## config.mk

```make
export PLATFORM = sky130hd
export DESIGN_NAME = square_wave_sound_synth
export DESIGN_NICKNAME = d
export VERILOG_FILES = /design/src/sws_pkg.sv /design/src/sws_front.sv /design/src/sws_back.sv /design/src/square_wave_sound_synth.sv
export SDC_FILE = /design/constraint.sdc
export NUM_CORES = 2
export LEC_CHECK = 0
export ABC_AREA = 1
export BUFFER_PORTS_ARGS = -buffer_cell sky130_fd_sc_hd__buf_2
export CORE_MARGIN = 2
export CORE_UTILIZATION = 62
export CTS_BUF_LIST = sky130_fd_sc_hd__clkbuf_4
export DETAILED_ROUTE_END_ITERATION = 10
export GPL_TIMING_DRIVEN = 1
export PLACE_DENSITY = 0.82
export RECOVER_POWER = 100
export SETUP_SLACK_MARGIN = 0.1
export SLEW_MARGIN = 25
export SYNTH_ARGS = -nofsm -noshare
export SYNTH_HDL_FRONTEND = slang
export SYNTH_SLANG_ARGS = --single-unit
```

## constraint.sdc

```tcl
create_clock -name clk -period 10.2 [get_ports clk]
set_input_delay 1.02 -clock clk [delete_from_list [all_inputs] [get_ports clk]]
set_output_delay 1.02 -clock clk [all_outputs]
set_load 0.03 [all_outputs]
```

## src/sws_pkg.sv

```systemverilog
`default_nettype none
package sws_pkg;

    localparam int PHASE_BITS    = 24;
    localparam int PATTERN_STEPS = 64;
    localparam int SAMPLE_RATE   = 44100;

    localparam int STEP_BITS = $clog2(PATTERN_STEPS);
    localparam int INC_BITS  = 20;
    localparam int NOTE_CNT  = 28;
    localparam int NOTE_BITS = 5;
    localparam int QDEPTH    = 4;
    localparam int QPTR_BITS = 2;
    localparam int CNT_BITS  = 14;
    localparam int LEFT_BITS = 15;
    localparam int ENV_BITS  = 16;
    localparam int PROD_BITS = 49;

    localparam logic [15:0] ENV_ONE = 16'd32768;

    localparam logic [2:0] MODE_BOSS     = 3'd3;
    localparam logic [2:0] MODE_GAMEOVER = 3'd5;
    localparam logic [2:0] MODE_DEFAULT  = 3'd7;
    localparam logic [2:0] PAT_GAMEPLAY  = 3'd2;

    localparam longint INC_DEN = longint'(SAMPLE_RATE) * 100;

    typedef struct packed {
        logic [2:0] mode;
        logic [2:0] pat;
        logic [4:0] trig;
        logic       cancel_boom;
    } item_t;

    typedef struct packed {
        logic       busy;
        logic [3:0] st;
    } sts_t;

    function automatic logic [INC_BITS-1:0] inc_of(input longint centi_hz);
        longint v;
        v = ((centi_hz << PHASE_BITS) + INC_DEN / 2) / INC_DEN;
        return v[INC_BITS-1:0];
    endfunction

    // note frequencies in hundredths of a Hz
    localparam longint NOTE_FREQ [NOTE_CNT] = '{
        0, 13081, 17461, 14683, 16481, 19600, 22000, 65925, 62225, 58733,
        52325, 49388, 44000, 39200, 34923, 32963, 12347, 11000, 29366, 26163,
        24694, 41530, 46616, 8731, 9250, 7778, 23308, 31113
    };

    localparam logic [INC_BITS-1:0] NOTE_INC [NOTE_CNT] = '{
        inc_of(NOTE_FREQ[0]),  inc_of(NOTE_FREQ[1]),  inc_of(NOTE_FREQ[2]),
        inc_of(NOTE_FREQ[3]),  inc_of(NOTE_FREQ[4]),  inc_of(NOTE_FREQ[5]),
        inc_of(NOTE_FREQ[6]),  inc_of(NOTE_FREQ[7]),  inc_of(NOTE_FREQ[8]),
        inc_of(NOTE_FREQ[9]),  inc_of(NOTE_FREQ[10]), inc_of(NOTE_FREQ[11]),
        inc_of(NOTE_FREQ[12]), inc_of(NOTE_FREQ[13]), inc_of(NOTE_FREQ[14]),
        inc_of(NOTE_FREQ[15]), inc_of(NOTE_FREQ[16]), inc_of(NOTE_FREQ[17]),
        inc_of(NOTE_FREQ[18]), inc_of(NOTE_FREQ[19]), inc_of(NOTE_FREQ[20]),
        inc_of(NOTE_FREQ[21]), inc_of(NOTE_FREQ[22]), inc_of(NOTE_FREQ[23]),
        inc_of(NOTE_FREQ[24]), inc_of(NOTE_FREQ[25]), inc_of(NOTE_FREQ[26]),
        inc_of(NOTE_FREQ[27])
    };

    // note codes per pattern, voice and step (boss harmony repeats every 8 steps)
    localparam logic [NOTE_BITS-1:0] PAT_TAB [7][3][16] = '{
        '{ '{16{5'd0}}, '{16{5'd0}}, '{16{5'd0}} },
        '{ '{16{5'd0}}, '{16{5'd0}}, '{16{5'd0}} },
        '{ '{16{5'd0}},
           '{5'd1,5'd0,5'd0,5'd0,5'd2,5'd0,5'd0,5'd0,5'd3,5'd0,5'd0,5'd0,5'd1,5'd0,5'd0,5'd0},
           '{16{5'd0}} },
        '{ '{5'd14,5'd0,5'd14,5'd21,5'd22,5'd0,5'd22,5'd10,
             5'd14,5'd0,5'd14,5'd21,5'd0,5'd0,5'd0,5'd0},
           '{5'd23,5'd23,5'd0,5'd23,5'd24,5'd24,5'd0,5'd24,
             5'd25,5'd25,5'd0,5'd25,5'd23,5'd23,5'd24,5'd0},
           '{5'd2,5'd0,5'd26,5'd0,5'd19,5'd0,5'd27,5'd0,
             5'd2,5'd0,5'd26,5'd0,5'd19,5'd0,5'd27,5'd0} },
        '{ '{16{5'd0}},
           '{5'd4,5'd0,5'd5,5'd0,5'd6,5'd0,5'd5,5'd0,5'd4,5'd0,5'd5,5'd0,5'd6,5'd0,5'd5,5'd0},
           '{16{5'd0}} },
        '{ '{5'd7,5'd8,5'd9,5'd10,5'd11,5'd12,5'd13,5'd14,
             5'd15,5'd0,5'd0,5'd0,5'd0,5'd0,5'd0,5'd0},
           '{5'd4,5'd0,5'd3,5'd0,5'd1,5'd0,5'd16,5'd0,
             5'd17,5'd0,5'd0,5'd0,5'd0,5'd0,5'd0,5'd0},
           '{5'd15,5'd0,5'd18,5'd0,5'd19,5'd0,5'd20,5'd0,
             5'd6,5'd0,5'd0,5'd0,5'd0,5'd0,5'd0,5'd0} },
        '{ '{5'd10,5'd0,5'd0,5'd0,5'd10,5'd0,5'd0,5'd0,5'd7,5'd0,5'd0,5'd0,5'd7,5'd0,5'd0,5'd0},
           '{5'd1,5'd0,5'd0,5'd0,5'd1,5'd0,5'd0,5'd0,5'd3,5'd0,5'd0,5'd0,5'd3,5'd0,5'd0,5'd0},
           '{16{5'd0}} }
    };

    // samples per sequencer step (sixteenth notes)
    localparam logic [CNT_BITS-1:0] SPS [7] = '{
        CNT_BITS'(SAMPLE_RATE * 60 / (118 * 4)), CNT_BITS'(SAMPLE_RATE * 60 / (120 * 4)),
        CNT_BITS'(SAMPLE_RATE * 60 / (142 * 4)), CNT_BITS'(SAMPLE_RATE * 60 / (128 * 4)),
        CNT_BITS'(SAMPLE_RATE * 60 / (124 * 4)), CNT_BITS'(SAMPLE_RATE * 60 / (88 * 4)),
        CNT_BITS'(SAMPLE_RATE * 60 / (60 * 4))
    };

    // voice weight times pattern gain
    localparam logic signed [31:0] MUS_WG [7][3] = '{
        '{32'sd3277 * 5898, 32'sd6554 * 5898, 32'sd3277 * 5898},
        '{32'sd0, 32'sd0, 32'sd0},
        '{32'sd3277 * 6554, 32'sd6554 * 6554, 32'sd3277 * 6554},
        '{32'sd3277 * 7209, 32'sd6554 * 7209, 32'sd3277 * 7209},
        '{32'sd3277 * 5571, 32'sd6554 * 5571, 32'sd3277 * 5571},
        '{32'sd3277 * 6554, 32'sd6554 * 6554, 32'sd3277 * 6554},
        '{32'sd3277 * 3932, 32'sd6554 * 3932, 32'sd3277 * 3932}
    };

    localparam logic [PHASE_BITS-1:0] DUTY_MUS [3] = '{
        PHASE_BITS'(64'd1 << (PHASE_BITS - 1)),
        PHASE_BITS'(64'd1 << (PHASE_BITS - 2)),
        PHASE_BITS'(64'd1 << (PHASE_BITS - 3))
    };

    localparam logic [PHASE_BITS-1:0] DUTY_EFF [5] = '{
        PHASE_BITS'(64'd1 << (PHASE_BITS - 1)),
        PHASE_BITS'(64'd1 << (PHASE_BITS - 1)),
        PHASE_BITS'(64'd1 << (PHASE_BITS - 1)),
        PHASE_BITS'(((64'd1 << PHASE_BITS) * 4 + 5) / 10),
        PHASE_BITS'(((64'd1 << PHASE_BITS) * 9 + 10) / 20)
    };

    localparam logic [LEFT_BITS-1:0] EFF_DUR [5] = '{
        LEFT_BITS'(SAMPLE_RATE / 5), LEFT_BITS'(SAMPLE_RATE / 4),
        LEFT_BITS'(SAMPLE_RATE * 2 / 3), LEFT_BITS'(SAMPLE_RATE / 5),
        LEFT_BITS'(SAMPLE_RATE / 6)
    };

    // per-sample envelope drop, quotient and remainder of 32768 / duration
    localparam logic [ENV_BITS-1:0] ENV_K [5] = '{
        ENV_BITS'(32768 / (SAMPLE_RATE / 5)), ENV_BITS'(32768 / (SAMPLE_RATE / 4)),
        ENV_BITS'(32768 / (SAMPLE_RATE * 2 / 3)), ENV_BITS'(32768 / (SAMPLE_RATE / 5)),
        ENV_BITS'(32768 / (SAMPLE_RATE / 6))
    };
    localparam logic [LEFT_BITS-1:0] ENV_M [5] = '{
        LEFT_BITS'(32768 % (SAMPLE_RATE / 5)), LEFT_BITS'(32768 % (SAMPLE_RATE / 4)),
        LEFT_BITS'(32768 % (SAMPLE_RATE * 2 / 3)), LEFT_BITS'(32768 % (SAMPLE_RATE / 5)),
        LEFT_BITS'(32768 % (SAMPLE_RATE / 6))
    };

    localparam logic [INC_BITS-1:0] EFF_INC_END [5] = '{
        inc_of(104650), inc_of(7000), inc_of(4500), inc_of(78000), inc_of(124000)
    };
    localparam logic signed [INC_BITS:0] EFF_INC_DIFF [5] = '{
        $signed({1'b0, inc_of(104650)}) - $signed({1'b0, inc_of(104650)}),
        $signed({1'b0, inc_of(18000)})  - $signed({1'b0, inc_of(7000)}),
        $signed({1'b0, inc_of(16000)})  - $signed({1'b0, inc_of(4500)}),
        $signed({1'b0, inc_of(32000)})  - $signed({1'b0, inc_of(78000)}),
        $signed({1'b0, inc_of(52000)})  - $signed({1'b0, inc_of(124000)})
    };
    localparam logic [15:0] EFF_GAIN [5] = '{16'd5898, 16'd7864, 16'd9175, 16'd5243, 16'd5571};

    localparam logic [3:0] ST_IDLE = 4'd0;
    localparam logic [3:0] ST_LOAD = 4'd1;
    localparam logic [3:0] ST_MUS  = 4'd2;
    localparam logic [3:0] ST_EA   = 4'd3;
    localparam logic [3:0] ST_EB   = 4'd4;
    localparam logic [3:0] ST_EC   = 4'd5;
    localparam logic [3:0] ST_ED   = 4'd6;
    localparam logic [3:0] ST_F1   = 4'd7;
    localparam logic [3:0] ST_F2   = 4'd8;

endpackage
`default_nettype wire

```

## src/sws_front.sv

```systemverilog
`default_nettype none
module sws_front (
    input  wire logic                        clk,
    input  wire logic                        rst_n,
    input  wire logic                        in_valid,
    output logic                             in_ready,
    input  wire logic [7:0]                  in_data,
    output logic                             q_valid,
    input  wire logic                        q_pop,
    output sws_pkg::item_t                   q_item,
    output logic [sws_pkg::QPTR_BITS:0]      q_count
);

    sws_pkg::item_t                  mem_reg [sws_pkg::QDEPTH];
    logic [sws_pkg::QPTR_BITS-1:0]   wr_ptr_reg, rd_ptr_reg;
    logic [sws_pkg::QPTR_BITS:0]     cnt_reg, cnt_next;
    sws_pkg::item_t                  cls;
    logic                            push, pop;

    // classify: mode 7 plays the gameplay pattern, long boom swallows boom
    always_comb
    begin
        cls.mode        = in_data[2:0];
        cls.pat         = (in_data[2:0] == sws_pkg::MODE_DEFAULT) ? sws_pkg::PAT_GAMEPLAY
                                                                  : in_data[2:0];
        cls.trig        = {in_data[7], in_data[6], in_data[5],
                           in_data[4] & ~in_data[5], in_data[3]};
        cls.cancel_boom = in_data[5];
    end

    assign in_ready = (cnt_reg != (sws_pkg::QPTR_BITS+1)'(sws_pkg::QDEPTH));
    assign q_valid  = (cnt_reg != '0);
    assign push     = in_valid && in_ready;
    assign pop      = q_pop && q_valid;
    assign q_item   = mem_reg[rd_ptr_reg];
    assign q_count  = cnt_reg;

    always_comb
    begin
        cnt_next = cnt_reg;
        if (push && !pop)
        begin
            cnt_next = cnt_reg + 1'b1;
        end
        else if (pop && !push)
        begin
            cnt_next = cnt_reg - 1'b1;
        end
    end

    always_ff @(posedge clk or negedge rst_n)
    begin
        if (!rst_n)
        begin
            wr_ptr_reg <= '0;
            rd_ptr_reg <= '0;
            cnt_reg    <= '0;
        end
        else
        begin
            cnt_reg <= cnt_next;
            if (push)
            begin
                wr_ptr_reg <= wr_ptr_reg + 1'b1;
            end
            if (pop)
            begin
                rd_ptr_reg <= rd_ptr_reg + 1'b1;
            end
        end
    end

    always_ff @(posedge clk)
    begin
        if (push)
        begin
            mem_reg[wr_ptr_reg] <= cls;
        end
    end

endmodule
`default_nettype wire

```

## src/sws_back.sv

```systemverilog
`default_nettype none
module sws_back (
    input  wire logic           clk,
    input  wire logic           rst_n,
    input  wire logic           q_valid,
    output logic                q_pop,
    input  wire sws_pkg::item_t q_item,
    output logic                out_valid,
    input  wire logic           out_ready,
    output logic [15:0]         out_data,
    output sws_pkg::sts_t       sts
);

    localparam int PB = sws_pkg::PHASE_BITS;
    localparam int SB = sws_pkg::STEP_BITS;

    logic [3:0]                      st_reg, st_next;
    logic [2:0]                      idx_reg, idx_next;
    sws_pkg::item_t                  item_reg;
    logic                            muted_reg;
    logic [PB-1:0]                   mph_reg [3];
    logic [PB-1:0]                   eph_reg [5];
    logic [sws_pkg::LEFT_BITS-1:0]   left_reg [5];
    logic [sws_pkg::ENV_BITS-1:0]    env_reg [5];
    logic [sws_pkg::LEFT_BITS-1:0]   rem_reg [5];
    logic [SB-1:0]                   step_reg;
    logic [sws_pkg::CNT_BITS-1:0]    cnt_reg;
    logic [2:0]                      last_mode_reg;
    logic                            fin_reg;
    logic signed [31:0]              sum_reg;
    logic signed [sws_pkg::PROD_BITS-1:0] prod_reg;
    logic                            sign_reg;
    logic                            out_valid_reg;
    logic [15:0]                     out_data_reg;

    logic signed [31:0]              mul_a;
    logic signed [17:0]              mul_b;
    logic signed [49:0]              mul_p;
    logic [1:0]                      vi;
    logic [sws_pkg::NOTE_BITS-1:0]   note;
    logic [sws_pkg::INC_BITS-1:0]    mus_inc;
    logic [PB-1:0]                   mph_new;
    logic [34:0]                     sweep;
    logic [PB-1:0]                   eff_inc;
    logic [PB-1:0]                   eph_new;
    logic [16:0]                     amp;
    logic signed [sws_pkg::PROD_BITS-1:0] rnd;
    logic signed [sws_pkg::PROD_BITS-31:0] scaled;
    logic [15:0]                     sat;
    logic                            mode_chg, fin_eff;
    logic [sws_pkg::CNT_BITS:0]      cnt_inc;
    logic [SB:0]                     step_inc, len;

    assign vi       = idx_reg[1:0];
    assign mode_chg = (q_item.mode != last_mode_reg);
    assign fin_eff  = mode_chg ? 1'b0 : fin_reg;
    assign q_pop    = (st_reg == sws_pkg::ST_IDLE) && q_valid && !out_valid_reg;
    assign mul_p    = mul_a * mul_b;

    always_comb
    begin
        if (muted_reg)
        begin
            note = '0;
        end
        else if (item_reg.pat == sws_pkg::MODE_BOSS && vi == 2'd0 && step_reg[SB-1:5] != '0)
        begin
            note = '0;
        end
        else
        begin
            note = sws_pkg::PAT_TAB[item_reg.pat][vi][step_reg[3:0]];
        end
        mus_inc = sws_pkg::NOTE_INC[note];
        mph_new = mph_reg[vi] + PB'(mus_inc);
        sweep   = 35'({sws_pkg::EFF_INC_END[idx_reg], 15'd0}) + 35'(prod_reg);
        eff_inc = PB'(sweep[34:15]);
        eph_new = eph_reg[idx_reg] + eff_inc;
        amp     = (idx_reg == 3'd4) ? 17'(17'd13107 + 17'(prod_reg[31:15]))
                                    : 17'(env_reg[idx_reg]);
        rnd     = prod_reg + (prod_reg[sws_pkg::PROD_BITS-1]
                              ? sws_pkg::PROD_BITS'(30'h3fff_ffff) : '0);
        scaled  = rnd[sws_pkg::PROD_BITS-1:30];
        if (scaled > 19'sd32767)
        begin
            sat = 16'h7fff;
        end
        else if (scaled < -19'sd32768)
        begin
            sat = 16'h8000;
        end
        else
        begin
            sat = scaled[15:0];
        end
        cnt_inc  = {1'b0, cnt_reg} + 1'b1;
        step_inc = {1'b0, step_reg} + 1'b1;
        len      = (item_reg.pat == sws_pkg::MODE_BOSS) ? (SB+1)'(sws_pkg::PATTERN_STEPS)
                                                        : (SB+1)'(16);
    end

    // shared multiplier operands
    always_comb
    begin
        case (st_reg)
            sws_pkg::ST_EA:
            begin
                mul_a = 32'(sws_pkg::EFF_INC_DIFF[idx_reg]);
                mul_b = 18'(signed'({1'b0, env_reg[idx_reg]}));
            end
            sws_pkg::ST_EB:
            begin
                mul_a = 32'sd19661;
                mul_b = 18'(signed'({1'b0, env_reg[idx_reg]}));
            end
            sws_pkg::ST_EC:
            begin
                mul_a = 32'(signed'({1'b0, sws_pkg::EFF_GAIN[idx_reg]}));
                mul_b = 18'(signed'({1'b0, amp}));
            end
            default:
            begin
                mul_a = sum_reg;
                mul_b = 18'sd32767;
            end
        endcase
    end

    always_comb
    begin
        st_next  = st_reg;
        idx_next = idx_reg;
        case (st_reg)
            sws_pkg::ST_IDLE:
            begin
                if (q_pop)
                begin
                    st_next = sws_pkg::ST_LOAD;
                end
            end
            sws_pkg::ST_LOAD:
            begin
                st_next  = sws_pkg::ST_MUS;
                idx_next = '0;
            end
            sws_pkg::ST_MUS:
            begin
                if (idx_reg == 3'd2)
                begin
                    st_next  = sws_pkg::ST_EA;
                    idx_next = '0;
                end
                else
                begin
                    idx_next = idx_reg + 1'b1;
                end
            end
            sws_pkg::ST_EA:
            begin
                if (left_reg[idx_reg] != '0)
                begin
                    st_next = sws_pkg::ST_EB;
                end
                else if (idx_reg == 3'd4)
                begin
                    st_next = sws_pkg::ST_F1;
                end
                else
                begin
                    idx_next = idx_reg + 1'b1;
                end
            end
            sws_pkg::ST_EB: st_next = sws_pkg::ST_EC;
            sws_pkg::ST_EC: st_next = sws_pkg::ST_ED;
            sws_pkg::ST_ED:
            begin
                if (idx_reg == 3'd4)
                begin
                    st_next = sws_pkg::ST_F1;
                end
                else
                begin
                    st_next  = sws_pkg::ST_EA;
                    idx_next = idx_reg + 1'b1;
                end
            end
            sws_pkg::ST_F1: st_next = sws_pkg::ST_F2;
            sws_pkg::ST_F2: st_next = sws_pkg::ST_IDLE;
            default:        st_next = sws_pkg::ST_IDLE;
        endcase
    end

    always_ff @(posedge clk or negedge rst_n)
    begin
        if (!rst_n)
        begin
            st_reg        <= sws_pkg::ST_IDLE;
            idx_reg       <= '0;
            out_valid_reg <= 1'b0;
            step_reg      <= '0;
            cnt_reg       <= '0;
            last_mode_reg <= '0;
            fin_reg       <= 1'b0;
            muted_reg     <= 1'b0;
            for (int i = 0; i < 3; i++)
            begin
                mph_reg[i] <= '0;
            end
            for (int i = 0; i < 5; i++)
            begin
                eph_reg[i]  <= '0;
                left_reg[i] <= '0;
                env_reg[i]  <= '0;
                rem_reg[i]  <= '0;
            end
        end
        else
        begin
            st_reg  <= st_next;
            idx_reg <= idx_next;
            if (out_valid_reg && out_ready)
            begin
                out_valid_reg <= 1'b0;
            end
            case (st_reg)
                sws_pkg::ST_IDLE:
                begin
                    if (q_pop)
                    begin
                        // triggers and mode change land before this tick's sample
                        for (int e = 0; e < 5; e++)
                        begin
                            if (q_item.trig[e])
                            begin
                                left_reg[e] <= sws_pkg::EFF_DUR[e];
                                env_reg[e]  <= sws_pkg::ENV_ONE;
                                rem_reg[e]  <= '0;
                                eph_reg[e]  <= '0;
                            end
                        end
                        if (q_item.cancel_boom)
                        begin
                            left_reg[1] <= '0;
                            env_reg[1]  <= '0;
                            rem_reg[1]  <= '0;
                        end
                        if (mode_chg)
                        begin
                            last_mode_reg <= q_item.mode;
                            step_reg      <= '0;
                            cnt_reg       <= '0;
                            fin_reg       <= 1'b0;
                            for (int i = 0; i < 3; i++)
                            begin
                                mph_reg[i] <= '0;
                            end
                        end
                        muted_reg <= (q_item.mode == sws_pkg::MODE_GAMEOVER) && fin_eff;
                    end
                end
                sws_pkg::ST_MUS:
                begin
                    if (mus_inc != '0)
                    begin
                        mph_reg[vi] <= mph_new;
                    end
                end
                sws_pkg::ST_EB:
                begin
                    if (eff_inc != '0)
                    begin
                        eph_reg[idx_reg] <= eph_new;
                    end
                end
                sws_pkg::ST_ED:
                begin
                    // envelope tracks floor(left * 32768 / duration) step by step
                    left_reg[idx_reg] <= left_reg[idx_reg] - 1'b1;
                    if (rem_reg[idx_reg] < sws_pkg::ENV_M[idx_reg])
                    begin
                        rem_reg[idx_reg] <= rem_reg[idx_reg] - sws_pkg::ENV_M[idx_reg]
                                            + sws_pkg::EFF_DUR[idx_reg];
                        env_reg[idx_reg] <= env_reg[idx_reg] - sws_pkg::ENV_K[idx_reg] - 1'b1;
                    end
                    else
                    begin
                        rem_reg[idx_reg] <= rem_reg[idx_reg] - sws_pkg::ENV_M[idx_reg];
                        env_reg[idx_reg] <= env_reg[idx_reg] - sws_pkg::ENV_K[idx_reg];
                    end
                end
                sws_pkg::ST_F2:
                begin
                    out_valid_reg <= 1'b1;
                    if (cnt_inc >= {1'b0, sws_pkg::SPS[item_reg.pat]})
                    begin
                        cnt_reg <= '0;
                        if (!muted_reg)
                        begin
                            if (step_inc >= len)
                            begin
                                if (item_reg.mode == sws_pkg::MODE_GAMEOVER)
                                begin
                                    step_reg <= SB'(len - 1'b1);
                                    fin_reg  <= 1'b1;
                                end
                                else
                                begin
                                    step_reg <= '0;
                                end
                            end
                            else
                            begin
                                step_reg <= step_inc[SB-1:0];
                            end
                        end
                    end
                    else
                    begin
                        cnt_reg <= cnt_inc[sws_pkg::CNT_BITS-1:0];
                    end
                end
                default:
                begin
                end
            endcase
        end
    end

    always_ff @(posedge clk)
    begin
        prod_reg <= mul_p[sws_pkg::PROD_BITS-1:0];
        case (st_reg)
            sws_pkg::ST_IDLE:
            begin
                if (q_pop)
                begin
                    item_reg <= q_item;
                end
            end
            sws_pkg::ST_LOAD:
            begin
                sum_reg <= '0;
            end
            sws_pkg::ST_MUS:
            begin
                if (mus_inc != '0)
                begin
                    if (mph_new < sws_pkg::DUTY_MUS[vi])
                    begin
                        sum_reg <= sum_reg + sws_pkg::MUS_WG[item_reg.pat][vi];
                    end
                    else
                    begin
                        sum_reg <= sum_reg - sws_pkg::MUS_WG[item_reg.pat][vi];
                    end
                end
            end
            sws_pkg::ST_EB:
            begin
                sign_reg <= (eff_inc != '0) && !(eph_new < sws_pkg::DUTY_EFF[idx_reg]);
            end
            sws_pkg::ST_ED:
            begin
                if (sign_reg)
                begin
                    sum_reg <= sum_reg - prod_reg[31:0];
                end
                else
                begin
                    sum_reg <= sum_reg + prod_reg[31:0];
                end
            end
            sws_pkg::ST_F2:
            begin
                out_data_reg <= sat;
            end
            default:
            begin
            end
        endcase
    end

    assign out_valid = out_valid_reg;
    assign out_data  = out_data_reg;
    assign sts.busy  = (st_reg != sws_pkg::ST_IDLE);
    assign sts.st    = st_reg;

endmodule
`default_nettype wire

```

## src/square_wave_sound_synth.sv

```systemverilog
// Square-wave chiptune synthesizer, one input transfer per audio sample tick.
// s_axis carries the music mode and five one-shot effect triggers; m_axis
// returns one signed 16-bit mixed sample per input transfer, in order.
// Input transfers go into a four-entry queue; the sample engine takes the
// queue head once its output register is empty, then runs three music
// voices in ST_MUS, up to five active effects (states EA, EB, EC and ED
// each, all sharing one 32x18 multiplier) and a final scale and saturate
// in F1 and F2. It takes no new queue item until the last sample has left
// the output register.
// Reset clears all phases, effects, the sequencer and the queue; mode
// starts as mode 0. A stall on m_axis holds the sample in the output register;
// the queue keeps taking input transfers until it holds four.
`default_nettype none
module square_wave_sound_synth (
    input  wire logic        clk,
    input  wire logic        rst_n,
    input  wire logic        s_axis_tvalid,
    output logic             s_axis_tready,
    // [2:0] music_mode, [3] trig_ding, [4] trig_boom, [5] trig_boom_long,
    // [6] trig_laser, [7] trig_powerup
    input  wire logic [7:0]  s_axis_tdata,
    output logic             m_axis_tvalid,
    input  wire logic        m_axis_tready,
    // [15:0] audio_sample
    output logic [15:0]      m_axis_tdata
);

    logic                           q_valid, q_pop;
    sws_pkg::item_t                 q_item;
    logic [sws_pkg::QPTR_BITS:0]    q_count;
    sws_pkg::sts_t                  sts;

    sws_front u_front (
        .clk      (clk),
        .rst_n    (rst_n),
        .in_valid (s_axis_tvalid),
        .in_ready (s_axis_tready),
        .in_data  (s_axis_tdata),
        .q_valid  (q_valid),
        .q_pop    (q_pop),
        .q_item   (q_item),
        .q_count  (q_count)
    );

    sws_back u_back (
        .clk       (clk),
        .rst_n     (rst_n),
        .q_valid   (q_valid),
        .q_pop     (q_pop),
        .q_item    (q_item),
        .out_valid (m_axis_tvalid),
        .out_ready (m_axis_tready),
        .out_data  (m_axis_tdata),
        .sts       (sts)
    );

    a_out_from_final: assert property (@(posedge clk) disable iff (!rst_n)
        $rose(m_axis_tvalid) |-> $past(sts.st == sws_pkg::ST_F2))
        else $error("sample presented outside final engine step");

    a_no_overrun: assert property (@(posedge clk) disable iff (!rst_n)
        q_count <= (sws_pkg::QPTR_BITS+1)'(sws_pkg::QDEPTH))
        else $error("input queue overrun");

    a_busy_empty_out: assert property (@(posedge clk) disable iff (!rst_n)
        sts.busy |-> !m_axis_tvalid)
        else $error("engine running while output register full");

endmodule
`default_nettype wire

```

==> flow_summary.toml <==
[outcome]
status = "complete, but fails checks"
violations = "max-capacitance violations, max-slew violations"

[placement]
dp_hpwl_mm = 142
gp_congestion = 1.02
port_buffers = 29

[drt]
drt_iter0_markers = 5863
vias = 55500
avgViaCountPerCell = 6.02
dr.pass1.iters = 8
drc = 0
post_drt_wl_per_cell_um = 20.8
final_antenna_net_count = 0
routed_wl_mm = 192

[floorplan]
pin_count = 30
start_util_pct = 62.4
rows = 113
fp.dieH_um = 313
chipWidth_um = 313
die_area_um2 = 98000
core_um2 = 94900

[worst_setup_path]
crit_top_cell = "inv_1"
cp_max_fo = 18
required_ns = 11.20
arrival_ns = 10.70
start_kind = "register"
critPathMaxStageDelay_ns = 0.74
critPathKind = "register to register"
cp-end-kind = "register"
crit_slowest_cell = "clkbuf_1"

[clock_tree]
clk_path_buf_depth = 3
cts_tree = "done"
root_buffer = "clkbuf_4"
cts_made_buffers = 169
htree_levels = 4
worstSkewPairLatency_ns = 1.17
clock-sinks = 610
clk_pin_slew_ns = 0.07

[final_layout]
drive_above_1_share_pct = 6.26
nets = 8724
synthToLayoutAreaGrowth_pct = 6.59
largest_reg_flops = 120

[synthesis]
synthArstFlopShare_pct = 75.7
ys_types = 68
ys_ff_latch = 610
synth.top_cells.by_area = "dfrtp_1, fa_1, nand2_1, inv_1, ha_1"
yosysSeqAreaShare_pct = 26.2
avgSynthCellArea_um2 = 7.63
synth_top_area_share_pct = 19.5
netlist_instances = 7762
synthFlopType = "dfrtp_1"
synth_edf_count = 99
netlist_area_um2 = 59200
synth_top_area_cell = "dfrtp_1"
yosys_warnings = 0

[timing]
hold_viol_final = 0
hold-worst-slack_ns = 0.202
setup_tns_ns = 0
clock.fmax_mhz = 103
drv_slew = 707
setup_violations = 0
tightest_slew_ns = 6.14
relSlewSlack_pct = -309
period_share_pct = 95.1
period_needed_ns = 9.70
rsz0062_at_grt = "false"
finClkSkew_ns = 0.117

[global_routing]
grt_first_pass_wirelength_mm = 301
grt_max_degree = 151
antenna_found_initial = 3
grt_pass1_vias = 55400
groute.usage.overall_pct = 39.2
grt.overflow.total = 0

[min_path]
min_path_type = "primary input to register"

[run]
max_cap_violations = 19
==> final timing paths <==
| check | startpoint | slack (ns) | cells past startpoint | end |
|---|---|---|---|---|
| setup / recovery | u_back.prod_reg[15] | 0.50 | 38 | u_back.prod_reg[48] |
| hold / removal | s_axis_tdata[7] | 0.20 | 1 | u_front.mem_reg[3][5] |
| setup reg to reg | u_back.prod_reg[15] | 0.50 | 38 | u_back.prod_reg[48] |
| hold reg to reg | u_back.mph_reg[65] | 0.47 | 2 | u_back.mph_reg[65] |
| max in group asynchronous | rst_n | 1.83 | 4 | u_back.eph_reg[48] |
| min in group asynchronous | rst_n | 2.72 | 2 | u_back.rem_reg[39] |
==> Yosys cell counts (19+ instances only) <==
| cell type | instances |
|---|---|
| inv_1 | 1217 |
| o211ai_1 | 21 |
| ha_1 | 363 |
| o21bai_1 | 19 |
| xor2_1 | 172 |
| clkbuf_1 | 247 |
| nand2_1 | 1829 |
| a31oi_1 | 42 |
| nor3_1 | 65 |
| a21boi_0 | 26 |
| nand4_1 | 245 |
| o32ai_1 | 23 |
| a221oi_1 | 23 |
| a21oi_1 | 369 |
| buf_2 | 42 |
| nor4_1 | 32 |
| dfrtp_1 | 462 |
| edfxtp_1 | 99 |
| or2_2 | 24 |
| o21ai_0 | 402 |
| nor2_1 | 775 |
| o22ai_1 | 112 |
| fa_1 | 525 |
| nand3_1 | 263 |
| xnor2_1 | 76 |
| dfxtp_1 | 49 |
==> metal layers <==
layer / vias up / wire length (um) / GRT usage, %
met4: 2 / 14200 / 25.9
li1: 25100 / - / -
met3: 808 / 20200 / 8.91
met5: - / 12 / 0
met1: 26400 / 70100 / 48.2
met2: 3193 / 87000 / 62.1
==> cell type report <==
cell class	instances	area, um^2
Multi-Input combinational cell	5617	37900
Fill cell	8167	31700
Clock buffer	248	1860
Inverter	1242	4670
Timing Repair Buffer	184	1190
Sequential cell	610	15500
Antenna cell	6	15.0
Tap cell	1265	1580
Clock inverter	53	368
==> per-stage QoR <==
| step | instance area, um^2 | cells | worst slack (ns) | utilization, % |
|---|---|---|---|---|
| 3_5_place_dp | 61000 | 8906 | 0.313 | 64.3 |
| 2_1_floorplan | 59300 | 7784 | 0.765 | - |
| 5_1_grt | 63100 | 9223 | 0.0801 | 66.5 |
| 3_3_place_gp | 61000 | 8906 | 0.473 | 64.3 |
| 6_report | 63100 | 9225 | 0.497 | 66.5 |
| 4_1_cts | 63200 | 9209 | 0.303 | 66.6 |
==> cells by family after synthesis <==
kind of cell	after synthesis	synth area share, %
buf+inv	1557	10.0
simple gates	3292	23.3
xor+xnor	250	3.72
flops	610	26.2
mux	1	0.0169
fa+ha+maj	888	25.4
other cells	2	0.0127
compound gates	1162	11.3
==> critical path, delay by kind of cell, from the launching register on <==
kind / cells / cell delay, ns
buf+inv: 8 / 1.78
compound gates: 8 / 1.58
flops: 1 / 0.56
xor+xnor: 2 / 0.18
simple gates: 12 / 1.75
fa+ha+maj: 8 / 3.70
==> cells in the final DEF (no fill, tap or decap), types with 52 or more instances in the layout <==
cell type,netlist,routed
clkbuf_1,247,52
nand3_1,263,267
edfxtp_1,99,99
o21ai_0,402,400
nand4_1,245,245
xnor2_1,76,75
ha_1,363,363
clkbuf_4,0,248
nor3_1,65,66
nand2_1,1829,1822
inv_1,1217,1212
fa_1,525,525
nor2_1,775,770
a21oi_1,369,366
buf_4,11,125
dfrtp_1,462,461
xor2_1,172,172
o22ai_1,112,111
==> repair_timing <==
item / CTS / global route
setup buffers: 0 / 10
hold endpoints to repair: 97 / 0
hold buffers: 2 / 0
gates resized for setup: 0 / 24
setup endpoints to repair: 0 / 25
Power is not shown: default switching activity piles up to over one toggle a cycle in this logic, so the estimate is an artifact.
